**config.mk**
```make
export PLATFORM = sky130hd
export DESIGN_NAME = spike_bin_counter
export DESIGN_NICKNAME = d
export VERILOG_FILES = /design/src/hw/rtl/sbc_pkg.sv /design/src/hw/rtl/sbc_mem.sv /design/src/hw/rtl/sbc_rsp_reg.sv /design/src/hw/rtl/sbc_ctrl.sv /design/src/hw/rtl/spike_bin_counter.sv
export VERILOG_INCLUDE_DIRS = /design/src /design/src/hw/rtl
export SDC_FILE = /design/constraint.sdc
export NUM_CORES = 2
export LEC_CHECK = 0
export BUFFER_PORTS_ARGS = -buffer_cell sky130_fd_sc_hd__buf_2
export CAP_MARGIN = 20
export CORE_ASPECT_RATIO = 1.75
export CORE_MARGIN = 3
export CORE_UTILIZATION = 54
export DETAILED_ROUTE_END_ITERATION = 16
export PLACE_DENSITY = 0.67
export SLEW_MARGIN = 40
export SYNTH_ARGS = -nofsm -noshare
export SYNTH_HDL_FRONTEND = slang
export SYNTH_HIERARCHICAL = 1
export SYNTH_SLANG_ARGS = --single-unit
```
**constraint.sdc**
```tcl
create_clock -name clk -period 11 [get_ports clk]
set_input_delay 0.55 -clock clk [delete_from_list [all_inputs] [get_ports clk]]
set_output_delay 0.55 -clock clk [all_outputs]
set_load 0.02 [all_outputs]
```
**src/hw/rtl/spike_bin_counter_macros.svh**
```systemverilog
// ---------------------------------------------------------------------------
// spike_bin_counter assertion macros
// shared assertion forms for the bin counter rtl
// ---------------------------------------------------------------------------
`ifndef SPIKE_BIN_COUNTER_MACROS_SVH
`define SPIKE_BIN_COUNTER_MACROS_SVH

// property that must hold in the same cycle as its trigger
`define SBC_ASSERT_SAME(lbl, clk, rst, ante, cons, msg) \
  lbl: assert property (@(posedge clk) disable iff (rst) (ante) |-> (cons)) else $error(msg);

// property that must hold in the cycle after its trigger
`define SBC_ASSERT_NEXT(lbl, clk, rst, ante, cons, msg) \
  lbl: assert property (@(posedge clk) disable iff (rst) (ante) |=> (cons)) else $error(msg);

`endif

```
**src/hw/rtl/sbc_pkg.sv**
```systemverilog
// ---------------------------------------------------------------------------
// sbc_pkg
// types, codes and constants shared by the spike bin counter modules
// ---------------------------------------------------------------------------
package sbc_pkg;

  localparam int MAX_BINS_DEF   = 64;
  localparam int COUNT_BITS_DEF = 32;

  localparam int CHAN_W   = 5;
  localparam int UNITS_W  = 3;
  localparam int CFG_IDX_W  = 1;
  localparam int CFG_DATA_W = 5;

  localparam logic [CHAN_W-1:0]  CHANNELS_RST = 5'd16;
  localparam logic [UNITS_W-1:0] UNITS_RST    = 3'd4;

  localparam int BYTE_MAX = 255;

  // width of the bin number computed from an event
  localparam int BIN_CALC_W = 12;

  typedef enum logic [CFG_IDX_W-1:0] {
    CFG_CHANNELS = 1'd0,
    CFG_UNITS    = 1'd1
  } cfg_reg_t;

  typedef enum logic [1:0] {
    FUNC_ADD       = 2'd0,
    FUNC_CLEAR     = 2'd1,
    FUNC_DUMP      = 2'd2,
    FUNC_DUMP_BYTE = 2'd3
  } func_t;

  typedef enum logic [2:0] {
    ST_OK        = 3'd0,
    ST_CHAN_LOW  = 3'd1,
    ST_CHAN_HIGH = 3'd2,
    ST_UNIT_HIGH = 3'd3,
    ST_ROOM      = 3'd4
  } status_t;

  typedef struct packed {
    func_t      func;
    logic [7:0] channel;
    logic [3:0] unit;
    logic [6:0] room;
  } cmd_t;

  typedef struct packed {
    status_t     status;
    logic [5:0]  bin_index;
    logic [31:0] count;
    logic        last;
  } rsp_t;

  typedef enum logic [2:0] {
    S_CLR,
    S_IDLE,
    S_ADD,
    S_DUMP,
    S_RESP
  } state_t;

endpackage

```
**src/hw/rtl/sbc_mem.sv**
```systemverilog
// ---------------------------------------------------------------------------
// sbc_mem
// bin count store, one write and one registered read port
// ---------------------------------------------------------------------------
module sbc_mem import sbc_pkg::*; #(
  parameter int MAX_BINS   = MAX_BINS_DEF,
  parameter int COUNT_BITS = COUNT_BITS_DEF,
  localparam int ADDR_W    = (MAX_BINS > 1) ? $clog2(MAX_BINS) : 1
) (
  input  logic                  clk,
  input  logic                  re,
  input  logic [ADDR_W-1:0]     raddr,
  output logic [COUNT_BITS-1:0] rdata,
  input  logic                  we,
  input  logic [ADDR_W-1:0]     waddr,
  input  logic [COUNT_BITS-1:0] wdata
);

  logic [COUNT_BITS-1:0] mem [MAX_BINS];

  // read data holds while re is low
  always_ff @(posedge clk) begin
    if (re) begin
      rdata <= mem[raddr];
    end
  end

  always_ff @(posedge clk) begin
    if (we) begin
      mem[waddr] <= wdata;
    end
  end

endmodule

```
**src/hw/rtl/sbc_rsp_reg.sv**
```systemverilog
// ---------------------------------------------------------------------------
// sbc_rsp_reg
// output register for result transfers
// ---------------------------------------------------------------------------
module sbc_rsp_reg import sbc_pkg::*; (
  input  logic clk,
  input  logic rst,
  input  logic push,
  input  rsp_t push_data,
  output logic ready,
  output logic rsp_valid,
  input  logic rsp_stall,
  output rsp_t rsp
);

  assign ready = !rsp_valid || !rsp_stall;

  always_ff @(posedge clk) begin
    if (rst) begin
      rsp_valid <= 1'b0;
    end else if (ready) begin
      rsp_valid <= push;
    end
  end

  always_ff @(posedge clk) begin
    if (ready && push) begin
      rsp <= push_data;
    end
  end

endmodule

```
**src/hw/rtl/sbc_ctrl.sv**
```systemverilog
// ---------------------------------------------------------------------------
// sbc_ctrl
// command decode, read-modify-write sequencing, dump walk and clear sweep
// ---------------------------------------------------------------------------
`include "spike_bin_counter_macros.svh"

module sbc_ctrl import sbc_pkg::*; #(
  parameter int MAX_BINS   = MAX_BINS_DEF,
  parameter int COUNT_BITS = COUNT_BITS_DEF,
  localparam int ADDR_W    = (MAX_BINS > 1) ? $clog2(MAX_BINS) : 1,
  localparam int CNT_W     = $clog2(MAX_BINS + 1)
) (
  input  logic                  clk,
  input  logic                  rst,
  input  logic                  cfg_we,
  input  logic [CFG_IDX_W-1:0]  cfg_index,
  input  logic [CFG_DATA_W-1:0] cfg_data,
  input  logic                  cmd_valid,
  output logic                  cmd_stall,
  input  cmd_t                  cmd,
  output logic                  mem_re,
  output logic [ADDR_W-1:0]     mem_raddr,
  input  logic [COUNT_BITS-1:0] mem_rdata,
  output logic                  mem_we,
  output logic [ADDR_W-1:0]     mem_waddr,
  output logic [COUNT_BITS-1:0] mem_wdata,
  input  logic                  res_ready,
  output logic                  res_push,
  output rsp_t                  res
);

  localparam logic [COUNT_BITS-1:0] COUNT_MAX = {COUNT_BITS{1'b1}};
  localparam logic [COUNT_BITS-1:0] BYTE_CAP  = COUNT_BITS'(BYTE_MAX);
  localparam logic [CNT_W-1:0]      LAST_BIN  = CNT_W'(MAX_BINS - 1);

  state_t state, state_next;

  logic [CHAN_W-1:0]  channels_in_use;
  logic [UNITS_W-1:0] units_per_channel;

  logic [CNT_W-1:0]  idx, idx_next;
  logic              clr_reply, clr_reply_next;
  status_t           op_status, op_status_next;
  logic [ADDR_W-1:0] op_addr, op_addr_next;
  logic              op_byte, op_byte_next;

  logic                  accept;
  logic                  ch_high;
  logic                  unit_high;
  logic                  bin_high;
  logic [BIN_CALC_W-1:0] bin_calc;
  status_t               add_status;
  logic [7:0]            total_raw;
  logic [CNT_W-1:0]      total;
  logic                  room_short;
  logic                  dump_last;
  logic [COUNT_BITS-1:0] count_inc;
  logic [COUNT_BITS-1:0] count_dump;
  logic [ADDR_W-1:0]     dump_addr;

  // configuration registers
  always_ff @(posedge clk) begin
    if (rst) begin
      channels_in_use   <= CHANNELS_RST;
      units_per_channel <= UNITS_RST;
    end else if (cfg_we) begin
      unique case (cfg_reg_t'(cfg_index))
        CFG_CHANNELS: channels_in_use   <= cfg_data[CHAN_W-1:0];
        CFG_UNITS:    units_per_channel <= cfg_data[UNITS_W-1:0];
        default: ;
      endcase
    end
  end

  // command decode
  assign accept    = cmd_valid && !cmd_stall;
  assign ch_high   = cmd.channel > 8'(channels_in_use);
  assign unit_high = cmd.unit >= 4'(units_per_channel);
  assign bin_calc  = BIN_CALC_W'(cmd.channel - 8'd1) * BIN_CALC_W'(units_per_channel)
                   + BIN_CALC_W'(cmd.unit);
  assign bin_high  = 32'(bin_calc) >= 32'(MAX_BINS);

  always_comb begin
    if (cmd.channel == 8'd0) begin
      add_status = ST_CHAN_LOW;
    end else if (ch_high) begin
      add_status = ST_CHAN_HIGH;
    end else if (unit_high) begin
      add_status = ST_UNIT_HIGH;
    end else if (bin_high) begin
      add_status = ST_CHAN_HIGH;
    end else begin
      add_status = ST_OK;
    end
  end

  assign total_raw  = 8'(channels_in_use) * 8'(units_per_channel);
  assign total      = (32'(total_raw) > 32'(MAX_BINS)) ? CNT_W'(MAX_BINS) : CNT_W'(total_raw);
  assign room_short = 32'(cmd.room) < 32'(total);

  assign dump_addr  = idx[ADDR_W-1:0];
  assign dump_last  = (idx + CNT_W'(1)) == total;
  assign count_inc  = (mem_rdata == COUNT_MAX) ? mem_rdata : mem_rdata + COUNT_BITS'(1);
  assign count_dump = (op_byte && mem_rdata > BYTE_CAP) ? BYTE_CAP : mem_rdata;

  assign cmd_stall = (state != S_IDLE);

  // next state
  always_comb begin
    state_next = state;
    unique case (state)
      S_CLR: begin
        if (idx == LAST_BIN) begin
          state_next = clr_reply ? S_RESP : S_IDLE;
        end
      end
      S_IDLE: begin
        if (accept) begin
          case (cmd.func)
            FUNC_ADD:   state_next = (add_status == ST_OK) ? S_ADD : S_RESP;
            FUNC_CLEAR: state_next = S_CLR;
            default: begin
              if (room_short) begin
                state_next = S_RESP;
              end else if (total != '0) begin
                state_next = S_DUMP;
              end
            end
          endcase
        end
      end
      S_ADD: begin
        if (res_ready) begin
          state_next = S_IDLE;
        end
      end
      S_DUMP: begin
        if (res_ready && dump_last) begin
          state_next = S_IDLE;
        end
      end
      S_RESP: begin
        if (res_ready) begin
          state_next = S_IDLE;
        end
      end
      default: state_next = S_CLR;
    endcase
  end

  // outputs and datapath next values
  always_comb begin
    idx_next       = idx;
    clr_reply_next = clr_reply;
    op_status_next = op_status;
    op_addr_next   = op_addr;
    op_byte_next   = op_byte;
    mem_re         = 1'b0;
    mem_raddr      = '0;
    mem_we         = 1'b0;
    mem_waddr      = '0;
    mem_wdata      = '0;
    res_push       = 1'b0;
    res.status     = op_status;
    res.bin_index  = '0;
    res.count      = '0;
    res.last       = 1'b1;
    unique case (state)
      S_CLR: begin
        mem_we    = 1'b1;
        mem_waddr = dump_addr;
        idx_next  = idx + CNT_W'(1);
      end
      S_IDLE: begin
        if (accept) begin
          case (cmd.func)
            FUNC_ADD: begin
              op_status_next = add_status;
              op_addr_next   = ADDR_W'(bin_calc);
              mem_re         = (add_status == ST_OK);
              mem_raddr      = ADDR_W'(bin_calc);
            end
            FUNC_CLEAR: begin
              op_status_next = ST_OK;
              clr_reply_next = 1'b1;
              idx_next       = '0;
            end
            default: begin
              op_status_next = room_short ? ST_ROOM : ST_OK;
              op_byte_next   = (cmd.func == FUNC_DUMP_BYTE);
              idx_next       = '0;
              mem_re         = !room_short && (total != '0);
            end
          endcase
        end
      end
      S_ADD: begin
        res.status    = ST_OK;
        res.bin_index = 6'(op_addr);
        res.count     = 32'(count_inc);
        if (res_ready) begin
          res_push  = 1'b1;
          mem_we    = 1'b1;
          mem_waddr = op_addr;
          mem_wdata = count_inc;
        end
      end
      S_DUMP: begin
        res.status    = ST_OK;
        res.bin_index = 6'(dump_addr);
        res.count     = 32'(count_dump);
        res.last      = dump_last;
        if (res_ready) begin
          res_push  = 1'b1;
          mem_we    = 1'b1;
          mem_waddr = dump_addr;
          // fetch the following bin while this one is cleared
          if (!dump_last) begin
            mem_re    = 1'b1;
            mem_raddr = ADDR_W'(idx + CNT_W'(1));
            idx_next  = idx + CNT_W'(1);
          end
        end
      end
      S_RESP: begin
        res_push = res_ready;
      end
      default: ;
    endcase
  end

  always_ff @(posedge clk) begin
    if (rst) begin
      state     <= S_CLR;
      idx       <= '0;
      clr_reply <= 1'b0;
    end else begin
      state     <= state_next;
      idx       <= idx_next;
      clr_reply <= (state_next == S_CLR) ? clr_reply_next : 1'b0;
    end
  end

  always_ff @(posedge clk) begin
    op_status <= op_status_next;
    op_addr   <= op_addr_next;
    op_byte   <= op_byte_next;
  end

  `SBC_ASSERT_SAME(a_no_rw_same_bin, clk, rst, mem_we && mem_re, mem_waddr != mem_raddr, "read and write hit the same bin")
  `SBC_ASSERT_SAME(a_push_needs_room, clk, rst, res_push, res_ready, "result pushed into a full output register")
  `SBC_ASSERT_NEXT(a_dump_ends_idle, clk, rst, res_push && res.last && state == S_DUMP, state == S_IDLE, "dump did not return to idle after its final bin")
  `SBC_ASSERT_NEXT(a_accept_leaves_idle_on_work, clk, rst, accept && cmd.func == FUNC_CLEAR, state == S_CLR, "clear command did not start the sweep")

endmodule

```
**src/hw/rtl/spike_bin_counter.sv**
```systemverilog
// ---------------------------------------------------------------------------
// spike_bin_counter
// per-channel, per-unit spike event histogram with dump-and-clear readout
// ---------------------------------------------------------------------------
// Commands arrive on cmd (cmd_valid / cmd_stall); a transfer happens on an
// edge with cmd_valid high and cmd_stall low. Results leave on rsp
// (rsp_valid / rsp_stall) through an output register.
// An add event reads its bin from the count memory when it is accepted and
// writes it back when its result is pushed into the output register.
// Errors (bad channel, unit or short room) answer from the response state
// without a memory access. A dump reads one bin per cycle while the output
// register takes each result, and clears each bin as it goes; a bin's result
// is pushed into the output register once its read data is back.
// A clear-all command sweeps the memory one bin per cycle and then answers
// with one result. After reset the same sweep runs with cmd_stall high;
// configuration writes are taken at any time through cfg_we.
// When the receiver holds rsp_stall, the result stays in the output
// register and the sequencer waits without losing or repeating a bin.
// Only one command is in work at a time.
// ---------------------------------------------------------------------------
module spike_bin_counter import sbc_pkg::*; #(
  parameter int MAX_BINS   = MAX_BINS_DEF,
  parameter int COUNT_BITS = COUNT_BITS_DEF
) (
  input  logic                  clk,
  input  logic                  rst,
  input  logic                  cfg_we,
  input  logic [CFG_IDX_W-1:0]  cfg_index,
  input  logic [CFG_DATA_W-1:0] cfg_data,
  input  logic                  cmd_valid,
  output logic                  cmd_stall,
  input  cmd_t                  cmd,
  output logic                  rsp_valid,
  input  logic                  rsp_stall,
  output rsp_t                  rsp
);

  localparam int ADDR_W = (MAX_BINS > 1) ? $clog2(MAX_BINS) : 1;

  logic                  mem_re;
  logic [ADDR_W-1:0]     mem_raddr;
  logic [COUNT_BITS-1:0] mem_rdata;
  logic                  mem_we;
  logic [ADDR_W-1:0]     mem_waddr;
  logic [COUNT_BITS-1:0] mem_wdata;
  logic                  res_ready;
  logic                  res_push;
  rsp_t                  res;

  sbc_mem #(
    .MAX_BINS   (MAX_BINS),
    .COUNT_BITS (COUNT_BITS)
  ) u_mem (
    .clk   (clk),
    .re    (mem_re),
    .raddr (mem_raddr),
    .rdata (mem_rdata),
    .we    (mem_we),
    .waddr (mem_waddr),
    .wdata (mem_wdata)
  );

  sbc_ctrl #(
    .MAX_BINS   (MAX_BINS),
    .COUNT_BITS (COUNT_BITS)
  ) u_ctrl (
    .clk       (clk),
    .rst       (rst),
    .cfg_we    (cfg_we),
    .cfg_index (cfg_index),
    .cfg_data  (cfg_data),
    .cmd_valid (cmd_valid),
    .cmd_stall (cmd_stall),
    .cmd       (cmd),
    .mem_re    (mem_re),
    .mem_raddr (mem_raddr),
    .mem_rdata (mem_rdata),
    .mem_we    (mem_we),
    .mem_waddr (mem_waddr),
    .mem_wdata (mem_wdata),
    .res_ready (res_ready),
    .res_push  (res_push),
    .res       (res)
  );

  sbc_rsp_reg u_rsp_reg (
    .clk       (clk),
    .rst       (rst),
    .push      (res_push),
    .push_data (res),
    .ready     (res_ready),
    .rsp_valid (rsp_valid),
    .rsp_stall (rsp_stall),
    .rsp       (rsp)
  );

endmodule

```
# ---- Word level (Yosys, flattened, before mapping)
# Memories as Yosys holds them, arrays and structs flattened. A register that Yosys moved wholly into a read port is not among the register bits.
# Cells that the tools add are included.
# Widths: inputs -> output; s select.
dict set report word_totals {
  regBits 72
  latch_bits 0
  ramBits 2048
  romBits 0
  inputBits 32
  wordCells 116
  memories 1
}
# name words width read_ports rd_clocked_by_memory_dff wr line_no
set mem_list {}
lappend mem_list {u_mem.mem 64 32 1 1 1 sbc_mem.sv:19} ;# logic [COUNT_BITS-1:0] mem [MAX_BINS];
dict set report op_classes {
  addsub 4
  multipliers 2
  div 0
  order_cmp 6
  eq_ne 14
  n_shift 0
  n_mux 45
  n_bitwise 3
  n_reduce_logical 28
}
# operator count
set ops {}
lappend ops {{$mux 32} 4}
lappend ops {{$pmux 41 s2} 1}
lappend ops {{$mux 3} 12}
lappend ops {{$mux 6} 6}
lappend ops {{$mux 7} 5}
lappend ops {{$add 32x1->32 const B} 1}
lappend ops {{$eq 32x32->1 const B} 1}
lappend ops {{$gt 32x8->1 const B} 1}
lappend ops {{$pmux 7 s3} 1}
lappend ops {{$pmux 6 s3} 1}
lappend ops {{$add 12x4->12} 1}
lappend ops {{$ge 12x7->1 const B} 1}
lappend ops {{$mul 12x3->12} 1}
lappend ops {{$pmux 3 s2} 2}
lappend ops {{$pmux 3 s4} 1}
lappend ops {{$pmux 6 s2} 1}
lappend ops {{$logic_not 3->1} 3}
lappend ops {{$reduce_and 3->1} 3}
lappend ops {{$sub 8x1->9 const B} 1}
lappend ops {{$gt 8x5->1} 1}
lappend ops {{$gt 8x7->1 const B} 1}
lappend ops {{$logic_not 8->1} 1}
lappend ops {{$mul 5x3->8} 1}
lappend ops {{$pmux 1 s2} 4}
lappend ops {{25 further kinds} 47}

# ---- Logic depth before layout (Yosys ltp)
dict set report depth {
  ltp_word 16
  mapped_depth 26
}

# ---- Cells and area by module
# Netlist, hierarchy kept.
# mod instances cells_per_inst area_each_um2
set by_module_without_submodules {}
lappend by_module_without_submodules {sbc_mem 1 3324 78835.6}
lappend by_module_without_submodules {sbc_ctrl 1 730 5181.2}
lappend by_module_without_submodules {sbc_rsp_reg 1 47 1300.0}

# ---- Worst setup path before layout
# Ideal clock, no wire load.
dict set report synth_timing {
  path_type {flip-flop to flip-flop}
  startpoint {register u_ctrl.units_per_channel[0]}
  endpoint {register u_mem.rdata[13], read port of u_mem.mem, data pin}
  setup_time_ps 256
  arrival_ps 4943
  required_time_ps 10744
  path_slack_ps 5801
  path_stages_with_launch 22
  path_buffers 5
  synth_period_minus_slack_ps 5199
  path_cell_list {dfxtp_1 clkbuf_1 nand2_1 fa_1 inv_1 ha_1 inv_1 fa_1 and4bb_1 nand2_1 a221o_1 a31o_2 a21o_2 buf_6 o21ai_1 buf_4 buf_6 buf_2 mux4_2 mux4_2 o22ai_1 nor2_1}
}
# element line_no
set synth_lines {}
lappend synth_lines {{start, declared} sbc_ctrl.sv:39} ;# logic [UNITS_W-1:0] units_per_channel;
lappend synth_lines {{start signal, assigned} sbc_ctrl.sv:69} ;# CFG_UNITS: units_per_channel <= cfg_data[UNITS_W-1:0];
lappend synth_lines {{parallel branches: the longest is 6 deep, another holds $mul 12x3->12} n/a}
lappend synth_lines {{$pmux 6 s2 (*)} sbc_ctrl.sv:168} ;# unique case (state)
lappend synth_lines {{net mem_raddr[0]} spike_bin_counter.sv:41} ;# logic [ADDR_W-1:0] mem_raddr;
lappend synth_lines {{end, declared} sbc_mem.sv:13} ;# output logic [COUNT_BITS-1:0] rdata,
# Mark *: on every way through the listed nets, which the timed path passes.
# A chain may end at the register's enable or synchronous reset.

# ---- Worst setup path after layout
dict set report layout_timing {
  startpoint {register u_ctrl.units_per_channel[0]}
  endpoint {register u_mem.rdata[11], read port of u_mem.mem, data pin}
}
# Same word-level chain as after synthesis.

==> out/metrics.yaml <==
outcome:
  status: "completed"
route:
  post_drt_wl_per_cell_microns: 34.79
  wl_met3_microns: 14620
  via_per_inst: 6.617
  wl_microns: 225500
  dr.max_layer_used: "met5"
  wl_met2_microns: 116900
  antenna_left: 0
  wl_met1_microns: 77220
  drc: 0
  drtIter0Drc: 5051
  firstDrtPassIters: 8
  vias: 42890
synthesis:
  synth_top_family_by_area: "multiplexers"
  synthCells: 4101
  yosysUniqueCellTypes: 74
  synth_fp_nets: 4193
  yosysTopAreaCellShare: 0.7504
  yosys.area_share.simple: 0.03049
  yosysWarnings: 6
  netlist_area_sq_um: 85320
  synth_xor_area_frac: 0.005441
  synth_seq_cells: 2152
  yosys-top-cells-area: "edfxtp_1, mux4_2, mux2i_1"
  synth_top_flop_cell: "edfxtp_1"
  yosys.area.top_type: "edfxtp_1"
  async_flop_share: 0
  synth_fa_ha_area_frac: 0.01021
  synth_edf_count: 2132
  synth-seq-area-share: 0.7551
  synth-compound-area-share: 0.02861
  avgSynthCellArea_sq_um: 20.80
  muxShareOfSynthArea: 0.1558
timing:
  final.setup_skew_ps: 71.14
  fin_setup_tns_ps: 0
  worst_pin_slew_ps: 894.9
  rsz0062_at_grt: "false"
  finalSetupViolations: 0
  slew_headroom: 0.4034
  final_hold_viol_count: 0
  max_freq_mhz: 142.2
  period_share: 0.6391
  fin_crit_ps: 7030
  slew_violations: 0
  hold_ws_ps: 53.08
die:
  die_h_microns: 531.8
  rows: 192
  core_area_sq_um: 156600
  initial_core_util: 0.5447
  io_pins: 76
  dieArea_sq_um: 163000
  die_x_microns: 306.5
critical_path:
  criticalPathCategory: "reg -> reg"
  end_kind: "flop"
  crit_required_ps: 11500
  cpPeakStageDelay_ps: 630
  startpoint_type: "flop"
  crit_slowest_cell: "dfxtp_1"
  cp.buffers_inverters: 5
  cp_cell_sequence: "nand2_1 -> fa_1 -> inv_1 -> ha_1 -> inv_1 -> fa_1 -> and4bb_1 -> nand2_1 -> a221o_1 -> nand3_1 -> o22ai_1 -> a21o_2 -> o21ai_4 -> buf_6 -> buf_12 -> buf_16 -> mux4_2 -> mux4_2 -> o22ai_1 -> nor2_1"
  r2r_slack_ps: 3970
  r2r_cells: 20
  reg2reg_from: "u_ctrl/units_per_channel[0]"
  cp.arrival_ps: 7530
  critPathMaxFanout: 62
  worstReg2RegEnd: "u_mem/rdata[11]"
  crit_family: "compound AO/OA/AOI/OAI gates"
clocking:
  cts-root-buf: "clkbuf_16"
  clk_pin_slew_ps: 70
  clkLatencyLatePin_ps: 840
  cts_setup_buffers: 0
  cts_sinks: 2152
  cts_buffers: 187
  clock_path_buffers: 4
  htreeDepth: 4
  ctsResizeCount: 0
  cts_tree: "yes"
final_layout:
  drive_gt1_frac: 0.2662
  fin_nets: 4396
  area_growth_pct: 11.95
  fillers: 10740
  final_cell_count_no_fill: 6481
hold_path:
  min_from: "cfg_data[1]"
  min_to: "u_ctrl/units_per_channel[1]"
  hp-class: "in -> reg"
  hold_depth: 3
global_route:
  grt_max_degree: 125
  grt_pass1_wl_microns: 319700
  track_usage: 0.2785
  antenna_found_initial: 6
  grt_overflow: 0
  grt_pass1_vias: 43340
power:
  vdd_drop_max_mv: 0.1399
  p_per_area_nw_per_um2: 165.0
  leakage_nw: 32.72
  p_total_mw: 15.76
placement:
  place_hpwl_microns: 129400
  place_inst: 6140
  gp_congestion: 0.9326
  portBuffers: 75
run:
  max-cap-violations: 0
## per-stage QoR
| stage | cell area (sq um) | setup WS, ps | util |
|---|---|---|---|
| after CTS | 95350 | 4096 | 0.6087 |
| after floorplan | 85320 | 5801 | - |
| after global routing | 95500 | 3734 | 0.6097 |
| after global placement | 89120 | 3784 | 0.5690 |
| after detailed placement | 89310 | 4091 | 0.5702 |
| final | 95510 | 3970 | 0.6098 |
## cell type report
class | instances | area, sq um | area share
clock buffer | 215 | 4837 | 0.05065
inverter | 49 | 183.9 | 0.001926
multi-input combinational | 1681 | 20510 | 0.2147
tap | 2037 | 2549 | 0.02669
clock inverter | 111 | 1150 | 0.01204
antenna | 3 | 7.507 | 0.00007860
sequential | 2152 | 64420 | 0.6745
timing repair buffer | 233 | 1851 | 0.01938
## power by group
group / switching, mW / internal, mW
logic: 0.188 / 0.0884
clock network: 2.86 / 3.69
registers: 0.0138 / 8.92
## layer usage
layer / track usage / up-vias
met5: 0 / -
met4: 0.1719 / 2
met3: 0.03310 / 504
met2: 0.4791 / 2044
met1: 0.3380 / 22880
li1: - / 17460
## Yosys cell counts (all sizes together), types with 29 or more instances
master  count
nor2      238
nand2     104
nand3      35
mux4      544
ha         44
buf       115
o21ai      55
inv        47
a21oi      93
o221ai     29
o22ai      87
edfxtp   2132
mux2i     103
xnor2      30
nor2b      38
clkbuf    104
## cells by family (layout without fill, tap and decap cells)
| group | Yosys count | in the layout |
|---|---|---|
| adder cells (fa/ha/maj) | 60 | 60 |
| buffers and inverters | 268 | 608 |
| AND/OR/NAND/NOR | 551 | 551 |
| XOR/XNOR | 53 | 53 |
| flip-flops | 2152 | 2152 |
| multiplexers | 648 | 648 |
| other | 0 | 3 |
| AO/OA/AOI/OAI | 369 | 369 |
## state kept, by name, indices dropped and copies added, names as in the netlist
| name | flops |
|---|---|
| u_mem/mem | 2048 |
| u_rsp_reg/rsp | 42 |
| u_mem/rdata | 32 |
| u_ctrl/idx | 7 |
| u_ctrl/op_addr | 6 |
| u_ctrl/channels_in_use | 5 |
| u_ctrl/op_status | 3 |
| u_ctrl/state | 3 |
| u_ctrl/units_per_channel | 3 |
| u_ctrl/clr_reply | 1 |
| u_ctrl/op_byte | 1 |
| u_rsp_reg/rsp_valid | 1 |
## worst max path at each step
stage / cells past startpoint / slack, ps / to / startpoint
after floorplan: 21 / 5800 / u_mem/rdata[13] / u_ctrl/units_per_channel[0]
after detailed placement: 23 / 4090 / u_mem/rdata[28] / cmd[11]
final: 20 / 3970 / u_mem/rdata[11] / u_ctrl/units_per_channel[0]
after global routing: 20 / 3730 / u_mem/rdata[11] / u_ctrl/units_per_channel[0]
after CTS: 19 / 4100 / u_mem/rdata[11] / u_ctrl/units_per_channel[0]
after global placement: 19 / 3780 / u_mem/rdata[4] / u_ctrl/units_per_channel[0]
## repair_timing
item,CTS,global route
endpoints found under the hold margin,7,0
hold buffers,5,0
endpoints found under the setup margin,0,0
## worst reg2reg max path, cell delays in order (launching register included)
cell and delay [ps]:
dfxtp_1 630, nand2_1 140, fa_1 460, inv_1 70, ha_1 160, inv_1 50
fa_1 410, and4bb_1 290, nand2_1 60, a221o_1 460, nand3_1 110, o22ai_1 120
a21o_2 370, o21ai_4 390, buf_6 210, buf_12 280, buf_16 410, mux4_2 700
mux4_2 630, o22ai_1 620, nor2_1 160
## cell usage in the layout, fill, tap and decap left out, drive strengths merged, types with 16 or more instances in the layout
master and instances:
nand3 35, bufinv 23, o221ai 29, nor2 238, dfxtp 20, mux4 544
fa 16, xnor2 30, inv 51, nor2b 38, and3 24, xor2 23
nand2b 16, o21ai 55, nand2 104, mux2i 103, o22ai 87, a22oi 19
nor3 22, a21oi 93, buf 228, ha 44, edfxtp 2132, clkinv 77
clkbuf 215
Power figures use the tool's default switching activity.
